**config.mk**
```make
export PLATFORM = sky130hd
export DESIGN_NAME = aes128_key_expansion_flat
export DESIGN_NICKNAME = d
export VERILOG_FILES = /design/src/hdl/akx_pkg.sv /design/src/hdl/akx_if.sv /design/src/hdl/aes128_key_expansion.sv /design/src/flat_wrapper.sv
export SDC_FILE = /design/constraint.sdc
export NUM_CORES = 1
export LEC_CHECK = 0
export BUFFER_PORTS_ARGS = -buffer_cell sky130_fd_sc_hd__buf_2
export CAP_MARGIN = 20
export CORE_MARGIN = 2
export CORE_UTILIZATION = 29
export DETAILED_ROUTE_END_ITERATION = 7
export PLACE_DENSITY = 0.47
export SLEW_MARGIN = 10
export SYNTH_ARGS = -nofsm -noshare
export SYNTH_HDL_FRONTEND = slang
export SYNTH_SLANG_ARGS = --single-unit
export TNS_END_PERCENT = 10
```
**constraint.sdc**
```tcl
create_clock -name clk -period 12.1 [get_ports clk]
set_input_delay 2.42 -clock clk [delete_from_list [all_inputs] [get_ports clk]]
set_output_delay 2.42 -clock clk [all_outputs]
set_load 0.01 [all_outputs]
```
**src/hdl/akx_pkg.sv**
```systemverilog
`default_nettype none
// ----------------------------------------------------------------------------
// AES-128 key expansion package
// Shared types, constants and byte functions for the key schedule.
// ----------------------------------------------------------------------------
package akx_pkg;

	localparam int unsigned KEY_W      = 64;
	localparam int unsigned WORD_W     = 32;
	localparam int unsigned INDEX_W    = 6;
	localparam int unsigned WIN_BYTES  = 16;
	localparam int unsigned KEY_WORDS  = 4;

	localparam logic [INDEX_W-1:0] KEY_LAST_INDEX = 6'd3;
	localparam logic [INDEX_W-1:0] LAST_INDEX     = 6'd43;
	localparam logic [7:0]         RC_SEED        = 8'h8d;
	localparam logic [8:0]         AES_POLY       = 9'h11b;

	typedef struct packed {
		logic [KEY_W-1:0] key_high;
		logic [KEY_W-1:0] key_low;
	} key_t;

	typedef struct packed {
		logic [INDEX_W-1:0] word_index;
		logic [WORD_W-1:0]  word_value;
		logic               last_word;
	} word_t;

	typedef enum logic [3:0] {
		S_IDLE = 4'b0001,
		S_KEY  = 4'b0010,
		S_CALC = 4'b0100,
		S_PUT  = 4'b1000
	} state_t;

	// double in GF(2^8)
	function automatic logic [7:0] gf_double(input logic [7:0] b);
		logic [8:0] v;
		v = {b, 1'b0};
		if (v[8]) begin
			v = v ^ AES_POLY;
		end
		return v[7:0];
	endfunction

	localparam logic [7:0] SBOX [256] = '{
		8'h63,8'h7c,8'h77,8'h7b,8'hf2,8'h6b,8'h6f,8'hc5,8'h30,8'h01,8'h67,8'h2b,8'hfe,8'hd7,8'hab,8'h76,
		8'hca,8'h82,8'hc9,8'h7d,8'hfa,8'h59,8'h47,8'hf0,8'had,8'hd4,8'ha2,8'haf,8'h9c,8'ha4,8'h72,8'hc0,
		8'hb7,8'hfd,8'h93,8'h26,8'h36,8'h3f,8'hf7,8'hcc,8'h34,8'ha5,8'he5,8'hf1,8'h71,8'hd8,8'h31,8'h15,
		8'h04,8'hc7,8'h23,8'hc3,8'h18,8'h96,8'h05,8'h9a,8'h07,8'h12,8'h80,8'he2,8'heb,8'h27,8'hb2,8'h75,
		8'h09,8'h83,8'h2c,8'h1a,8'h1b,8'h6e,8'h5a,8'ha0,8'h52,8'h3b,8'hd6,8'hb3,8'h29,8'he3,8'h2f,8'h84,
		8'h53,8'hd1,8'h00,8'hed,8'h20,8'hfc,8'hb1,8'h5b,8'h6a,8'hcb,8'hbe,8'h39,8'h4a,8'h4c,8'h58,8'hcf,
		8'hd0,8'hef,8'haa,8'hfb,8'h43,8'h4d,8'h33,8'h85,8'h45,8'hf9,8'h02,8'h7f,8'h50,8'h3c,8'h9f,8'ha8,
		8'h51,8'ha3,8'h40,8'h8f,8'h92,8'h9d,8'h38,8'hf5,8'hbc,8'hb6,8'hda,8'h21,8'h10,8'hff,8'hf3,8'hd2,
		8'hcd,8'h0c,8'h13,8'hec,8'h5f,8'h97,8'h44,8'h17,8'hc4,8'ha7,8'h7e,8'h3d,8'h64,8'h5d,8'h19,8'h73,
		8'h60,8'h81,8'h4f,8'hdc,8'h22,8'h2a,8'h90,8'h88,8'h46,8'hee,8'hb8,8'h14,8'hde,8'h5e,8'h0b,8'hdb,
		8'he0,8'h32,8'h3a,8'h0a,8'h49,8'h06,8'h24,8'h5c,8'hc2,8'hd3,8'hac,8'h62,8'h91,8'h95,8'he4,8'h79,
		8'he7,8'hc8,8'h37,8'h6d,8'h8d,8'hd5,8'h4e,8'ha9,8'h6c,8'h56,8'hf4,8'hea,8'h65,8'h7a,8'hae,8'h08,
		8'hba,8'h78,8'h25,8'h2e,8'h1c,8'ha6,8'hb4,8'hc6,8'he8,8'hdd,8'h74,8'h1f,8'h4b,8'hbd,8'h8b,8'h8a,
		8'h70,8'h3e,8'hb5,8'h66,8'h48,8'h03,8'hf6,8'h0e,8'h61,8'h35,8'h57,8'hb9,8'h86,8'hc1,8'h1d,8'h9e,
		8'he1,8'hf8,8'h98,8'h11,8'h69,8'hd9,8'h8e,8'h94,8'h9b,8'h1e,8'h87,8'he9,8'hce,8'h55,8'h28,8'hdf,
		8'h8c,8'ha1,8'h89,8'h0d,8'hbf,8'he6,8'h42,8'h68,8'h41,8'h99,8'h2d,8'h0f,8'hb0,8'h54,8'hbb,8'h16
	};

	function automatic logic [7:0] sbox(input logic [7:0] b);
		return SBOX[b];
	endfunction

endpackage
`default_nettype wire

```
**src/hdl/akx_if.sv**
```systemverilog
`default_nettype none
// ----------------------------------------------------------------------------
// AES-128 key expansion channels
// Valid/ready channels for the key input and the schedule word output.
// ----------------------------------------------------------------------------
interface akx_key_if;
	logic          valid;
	logic          ready;
	akx_pkg::key_t data;

	modport source (output valid, output data, input ready);
	modport sink (input valid, input data, output ready);
endinterface

interface akx_word_if;
	logic           valid;
	logic           ready;
	akx_pkg::word_t data;

	modport source (output valid, output data, input ready);
	modport sink (input valid, input data, output ready);
endinterface
`default_nettype wire

```
**src/hdl/aes128_key_expansion.sv**
```systemverilog
`default_nettype none
// ----------------------------------------------------------------------------
// AES-128 key expansion
// Expands one 128-bit key into the 44 schedule words, one byte per cycle.
// The key is taken only while idle; the four key words are emitted first, then each
// derived word is built in four byte steps through one shared S-box and then output.
// The output stalls on back-pressure; a new key is taken only after the last word.
// Reset clears the sequencer and the output valid; no clearing pass.
// ----------------------------------------------------------------------------
module aes128_key_expansion (
	input  wire                clk,
	input  wire                arst_n,
	akx_key_if.sink            key,
	akx_word_if.source         word
);

	akx_pkg::state_t state_q;
	logic [7:0]                       win_q [akx_pkg::WIN_BYTES];
	logic [akx_pkg::INDEX_W-1:0]      idx_q;
	logic [1:0]                       byte_q;
	logic [7:0]                       rc_q;
	logic                             out_valid_q;
	akx_pkg::word_t                   out_data_q;

	logic                             slot_free;
	logic                             key_take;
	logic                             out_load;
	akx_pkg::word_t                   out_next;
	logic                             rot;
	logic [7:0]                       rc_next;
	logic [7:0]                       sb_in;
	logic [7:0]                       t_byte;
	logic [7:0]                       new_byte;

	assign slot_free = !out_valid_q || word.ready;
	assign key.ready = (state_q == akx_pkg::S_IDLE);
	assign key_take  = key.valid && key.ready;

	assign rot      = (idx_q[1:0] == 2'd0);
	assign rc_next  = akx_pkg::gf_double(rc_q);
	assign sb_in    = (byte_q == 2'd3) ? win_q[9] : win_q[13];

	always_comb begin
		if (rot) begin
			t_byte = akx_pkg::sbox(sb_in) ^ ((byte_q == 2'd0) ? rc_next : 8'h00);
		end else begin
			t_byte = win_q[12];
		end
	end

	assign new_byte = win_q[0] ^ t_byte;

	always_comb begin
		out_load = 1'b0;
		out_next.word_index = idx_q;
		out_next.last_word  = (idx_q == akx_pkg::LAST_INDEX);
		out_next.word_value = {win_q[12], win_q[13], win_q[14], win_q[15]};
		unique case (state_q)
			akx_pkg::S_KEY: begin
				out_load = slot_free;
				out_next.word_value = {win_q[0], win_q[1], win_q[2], win_q[3]};
			end
			akx_pkg::S_PUT: begin
				out_load = slot_free;
			end
			default: begin
				out_load = 1'b0;
			end
		endcase
	end

	always_ff @(posedge clk or negedge arst_n) begin
		if (!arst_n) begin
			state_q <= akx_pkg::S_IDLE;
			idx_q   <= '0;
			byte_q  <= '0;
		end else begin
			unique case (state_q)
				akx_pkg::S_IDLE: begin
					if (key_take) begin
						idx_q   <= '0;
						state_q <= akx_pkg::S_KEY;
					end
				end
				akx_pkg::S_KEY: begin
					if (out_load) begin
						idx_q <= idx_q + 6'd1;
						if (idx_q == akx_pkg::KEY_LAST_INDEX) begin
							byte_q  <= '0;
							state_q <= akx_pkg::S_CALC;
						end
					end
				end
				akx_pkg::S_CALC: begin
					byte_q <= byte_q + 2'd1;
					if (byte_q == 2'd3) begin
						state_q <= akx_pkg::S_PUT;
					end
				end
				akx_pkg::S_PUT: begin
					if (out_load) begin
						idx_q  <= idx_q + 6'd1;
						byte_q <= '0;
						if (idx_q == akx_pkg::LAST_INDEX) begin
							state_q <= akx_pkg::S_IDLE;
						end else begin
							state_q <= akx_pkg::S_CALC;
						end
					end
				end
				default: begin
					state_q <= akx_pkg::S_IDLE;
				end
			endcase
		end
	end

	// byte window: load key, rotate by a word while emitting it, shift in derived bytes
	always_ff @(posedge clk) begin
		if (key_take) begin
			for (int j = 0; j < 8; j++) begin
				win_q[j]     <= key.data.key_high[63-8*j -: 8];
				win_q[j + 8] <= key.data.key_low[63-8*j -: 8];
			end
			rc_q <= akx_pkg::RC_SEED;
		end else if (state_q == akx_pkg::S_KEY && out_load) begin
			for (int j = 0; j < 16; j++) begin
				win_q[j] <= win_q[(j + 4) % 16];
			end
		end else if (state_q == akx_pkg::S_CALC) begin
			for (int j = 0; j < 15; j++) begin
				win_q[j] <= win_q[j + 1];
			end
			win_q[15] <= new_byte;
			if (rot && byte_q == 2'd0) begin
				rc_q <= rc_next;
			end
		end
	end

	always_ff @(posedge clk or negedge arst_n) begin
		if (!arst_n) begin
			out_valid_q <= 1'b0;
		end else if (out_load) begin
			out_valid_q <= 1'b1;
		end else if (word.ready) begin
			out_valid_q <= 1'b0;
		end
	end

	always_ff @(posedge clk) begin
		if (out_load) begin
			out_data_q <= out_next;
		end
	end

	assign word.valid = out_valid_q;
	assign word.data  = out_data_q;

endmodule
`default_nettype wire
```
**src/flat_wrapper.sv**
```systemverilog
// flat-port wrapper written by rule: the top's interface ports become plain ports
module aes128_key_expansion_flat 
  (clk, arst_n, key_valid, key_data, key_ready, word_valid, word_data, word_ready);
  akx_key_if key_i ();
  akx_word_if word_i ();
  input  wire clk;
  input  wire arst_n;
  input wire logic [$bits(key_i.valid)-1:0] key_valid;
  input wire logic [$bits(key_i.data)-1:0] key_data;
  output wire logic [$bits(key_i.ready)-1:0] key_ready;
  output wire logic [$bits(word_i.valid)-1:0] word_valid;
  output wire logic [$bits(word_i.data)-1:0] word_data;
  input wire logic [$bits(word_i.ready)-1:0] word_ready;
  assign key_i.valid = key_valid;
  assign key_i.data = key_data;
  assign key_ready = key_i.ready;
  assign word_valid = word_i.valid;
  assign word_data = word_i.data;
  assign word_i.ready = word_ready;
  aes128_key_expansion u_core (.clk(clk), .arst_n(arst_n), .key(key_i), .word(word_i));
endmodule
```
Word-level counts from Yosys, hierarchy flattened

Memory sizes are Yosys's and may differ from the RTL's.
Cells that the tools add are included.

Equal/unequal tests: 13
$lt $le $gt $ge: 1
Add/subtract/negate cells: 2
Reductions and logical operators: 15
Multiplexer cells: 65
Bitwise logic cells: 37

Operator list:

| operator              | number |
|---|---|
| $mux W8               | 37 |
| $mux W32              | 1 |
| $or A1 B1 Y1          | 32 |
| $mux W4               | 5 |
| $pmux W4 S4           | 1 |
| $xor A8 B8 Y8         | 2 |
| $mux W1               | 12 |
| $mux W6               | 2 |
| $pmux W6 S2           | 1 |
| $ne A2 B1 Y1 const B  | 5 |
| $ge A9 B9 Y1 const B  | 1 |
| $not A8 Y9            | 1 |
| $add A6 B1 Y6 const B | 1 |
| $eq A6 B2 Y1 const B  | 1 |
| $eq A6 B6 Y1 const B  | 1 |
| $mux W2               | 3 |
| $pmux W2 S3           | 1 |
| $reduce_and A3 Y1     | 2 |
| $mux W5               | 1 |
| $reduce_and A5 Y1     | 1 |
| $eq A4 B1 Y1 const B  | 1 |
| $eq A4 B2 Y1 const B  | 1 |
| $eq A4 B3 Y1 const B  | 1 |
| $eq A4 B4 Y1 const B  | 1 |
| other kinds (14)      | 18 |

Flip-flop bits (word level): 60
Input port bits: 132
Output and inout port bits: 41
Memories kept: 2
Word-level logic and storage cells: 143
RAM bits: 128
Bits in read-only memories: 2048

Memories:

| memory          | depth | width | rd ports | clocked after Yosys merged registers in | write ports | line                       | text |
|---|---|---|---|---|---|---|---|
| (no name shown) | 256   | 8     | 1        | 0                                       | 0           | akx_pkg.sv:67              | `return SBOX[b];` |
| u_core.win_q    | 16    | 8     | 16       | 0                                       | 16          | aes128_key_expansion.sv:18 | `logic [7:0] win_q [akx_pkg::WIN_BYTES];` |

Depth between registers and ports, before layout

Word-level depth: 10
Mapped depth: 16

Worst setup path after synthesis

OpenSTA, ideal clock, no wires.

Path type: input-to-reg
Start: input word_ready
End: memory u_core.win_q[0][0], enable pin
Stages on the path: 7
Setup slack: 5.802 ns
Required time: 11.141 ns
Data arrival time: 5.339 ns
Path buffers: 3
Path through: nor2b_1 -> nor2b_1 -> clkbuf_1 -> buf_2 -> nor2_1 -> clkbuf_1 -> nand2_1

RTL lines:

| what            | line                       | text |
|---|---|---|
| start, declared | flat_wrapper.sv:13         | `input wire logic [$bits(word_i.ready)-1:0] word_ready;` |
| end, declared   | aes128_key_expansion.sv:18 |  |

==> metrics.md <==
| Metric | Value |
|---|---|
| Antenna violations before repair | 1 |
| PostCTS Resize Cnt | 0 |
| Arrival @ worst endpoint | between 5 and 6 ns |
| Worst path cell trace | ha_1 > mux2_2 > buf_4 > inv_2 > buf_4 > ha_1 > a21oi_1 > a2111oi_0 > a311oi_1 > a211oi_2 > xor2_1 > a2111o_1 > and3_1 |
| Nets | between 1500 and 2000 |
| Highest clock rate | roughly 0.19 GHz |
| Grt ovf | 0 |
| Commonest cells in the netlist | 241 x nand2_1, 167 x edfxtp_1, 131 x o21ai_0 |
| RSZ-0062 raised after global routing | no |
| Synth area leaders | edfxtp_1 39%, mux2i_1 7.7%, nand2_1 7.1% |
| Ant diodes | 0 |
| Hold Crit Class | flop to flop |
| Status | finished clean |
| Power density over cell area | between 300 and 400 nW/um2 |
| Via-to-Cell Ratio | between 5 and 6 |
| Final min period | slightly above 5 ns |
| Tcrit/Tclk final | 0.425 |
| Clk slew on worst S/H paths | ~0.070 ns |
| Die Y | between 200 and 250 um |
| R2R Path Start | u_core.byte_q[0]$_DFFE_PN0P_ |
| Pin count of the biggest net entering global routing | 95 |
| Mapped Cells | 1357 |
| Worst setup EP type | flop |
| CORE AREA | 43300 um2 |
| Slowest cell on crit path | ha_1 |
| Yosys warnings | 0 |
| Starting density of the core | 0.295 |
| CTS tree | yes |
| Worst Min Path Start | u_core.rc_q[5]$_SDFFE_PP0P_ |
| Synthesized area per cell | 9.41 um2 |
| Vias | around 12000 |
| Worst Path Required | ~12 ns |
| GRT Util Overall | 0.210 |
| Die span in x | 214 um |
| Yosys top cell area share | 0.393 |
| Synth cell types | 93 |
| Worst slew pin tran | roughly 1.0 ns |
| Leakage | between 5 and 6 nW |
| Final Hold Viols | 0 |
| Primary FF master, synth | edfxtp_1 |
| Crit path launch type | flop |
| H-tree depth | 4 |
| Vias in the first global route | around 11000 |
| Hold_buf cts | 0 |
| Critical path type | flop to flop |
| R2R Setup Slk | around 7 ns |
| Met1 wire length | approximately 21000 um |
| Synthesized Nets | approximately 1500 |
| Final Setup Violations | 0 |
| WHS Path Cells | 2 |
| Register area share after synthesis | 0.431 |
| Residual DRC | 0 |
| Worst path top cell family by delay | compound AO/OA/AOI/OAI gates |
| Final ANT Viol Nets | 0 |
| Global-route wire length before repair | between 70000 and 80000 um |
| WL met3 | ~4700 um |
| DR iter-0 viols | about 1400 |
| TritonCTS Sinks | 188 |
| Dominant cell type by area after synthesis | edfxtp_1 |
| FF-to-FF End | u_core.win_q[3][26]$_DFFE_PP_ |
| CTS Buffer Depth | 2 |
| Slew Limit Fails | 0 |
| Total power | between 4 and 5 mW |
| Post-Route WL | 48400 um |
| Die area | between 40000 and 50000 um2 |
| Number of port buffers | approximately 170 |
| Routed wire per std cell | 23.6 um |
| # Max-Cap Violations | 0 |
| Fraction of registers with async set/reset | 0.0691 |
| Yosys reg bits | about 190 |
| Met2 wire length | about 21000 um |
| # Post-CTS Setup Buffers | 0 |
| Share of cells above drive strength 1 | 0.208 |
| FF/Latch Area | ~5500 um2 |
| Buf/Inv on CP | 3 |
| Area of the multi-input gates | between 6000 and 7000 um2 |
| R2R cell count | 13 |
| Fin util | 0.339 |
| HPWL after detailed placement | about 33000 um |
| WHS Endpoint | u_core.rc_q[6]$_SDFFE_PP0P_ |
| Final GP Congestion | ~0.94 |
| Initial DRT Pass Iterations | 7 |
| Max layer used | met5 |
| Area delta synth->final | 14.8% |
| Setup TNS | 0 ns |
| Mapped cell area | 12800 um2 |
| Worst skew pair latency | roughly 0.45 ns |
| Largest stage delay, worst path | ~0.9 ns |
| Relative slew slack | 0.308 |
| Top-count cell post-synth | nand2_1 |
| Num rows | 76 |
| VDD IR max | around 90 uV |
| Top Ports | between 150 and 200 |
| Clock Root Buffer | clkbuf_16 |
| Post-synth EDFFs | between 150 and 200 |
| Layout filler cell count | approximately 4500 |
| Clock buffer count from CTS | 17 |
| Layout Skew | between 0.009 and 0.01 ns |
| CP max FO | 30 |
-- worst min-delay path, stage by stage (launching register included) --
cell and delay, ns:
dfxtp_1 0.32, nand2_1 0.06, a21oi_1 0.05
-- cells by family (layout without fill, tap and decap cells) --
family / Yosys count / in the layout / share of synthesized area
fa+ha+maj: 13 / 13 / 0.0127
mux: 143 / 143 / 0.119
buf+inv: 143 / 250 / 0.0536
flops: 188 / 188 / 0.431
xor+xnor: 30 / 30 / 0.0212
simple gates: 426 / 426 / 0.144
compound gates: 414 / 414 / 0.218
-- metrics by stage --
step	worst slack, ns	area [um2]	instances	hold slack, ns
6_report	6.95	14700	2049	0.477
5_1_grt	6.77	14700	2049	0.490
4_1_cts	6.94	14600	2048	0.478
3_5_place_dp	6.47	14000	2016	0.466
3_3_place_gp	6.47	14000	2016	0.459
2_1_floorplan	5.80	12800	1357	0.445
-- cell type report --
cell class | instances | share of cell area
sequential | 188 | 0.375
tap | 585 | 0.0499
inverter | 21 | 0.00538
clock buffer | 23 | 0.0378
timing repair buffer | 197 | 0.0721
clock inverter | 9 | 0.00538
multi-input combinational | 1026 | 0.454
-- registers in the layout (all words and copies together) (netlist names) --
| name | count |
|---|---|
| u_core.win_q | 128 |
| u_core.state_q | 4 |
| u_core.byte_q | 2 |
| u_core.rc_q | 8 |
| u_core.idx_q | 6 |
| u_core.word.data | 39 |
| u_core.word.valid | 1 |
-- worst max-delay path by stage --
stage	startpoint	endpoint	slack [ns]	cells past startpoint
3_5_place_dp	word_ready	u_core.win_q[0][22]$_DFFE_PP_	6.47	6
4_1_cts	word_ready	u_core.win_q[2][14]$_DFFE_PP_	6.94	6
2_1_floorplan	word_ready	u_core.win_q[0][0]$_DFFE_PP_	5.80	7
3_3_place_gp	word_ready	u_core.win_q[0][12]$_DFFE_PP_	6.47	6
6_report	u_core.byte_q[0]$_DFFE_PN0P_	u_core.win_q[3][26]$_DFFE_PP_	6.95	13
5_1_grt	word_ready	u_core.win_q[1][6]$_DFFE_PP_	6.77	6
-- layer usage --
layer | up-vias | GRT usage
met5 | - | 0
met4 | 2 | 0.0785
met3 | 106 | 0.0423
met2 | 665 | 0.315
met1 | 5651 | 0.298
li1 | 5292 | -
-- layout by cell type (no fill, tap or decap), types with 18 or more instances in the layout --
master     count
clkbuf_16     22
inv_1         18
buf_4         24
buf_2        172
a21oi_1       62
o21ai_0      131
o211ai_1      21
nand2_1      240
mux2_2        40
nor2_1        73
mux2i_1       96
nor3_1        23
nand3_1       24
edfxtp_1     167
a22oi_1       37
a211oi_1      18
-- report_power, final --
| part | switching [mW] | internal (mW) | total, mW |
|---|---|---|---|
| clock | 0.268 | 0.331 | 0.599 |
| sequential | 0.275 | 1.13 | 1.40 |
| combinational | 1.67 | 0.789 | 2.46 |
| total | 2.22 | 2.25 | 4.46 |
No activity file was read; power rests on OpenSTA's default activity.
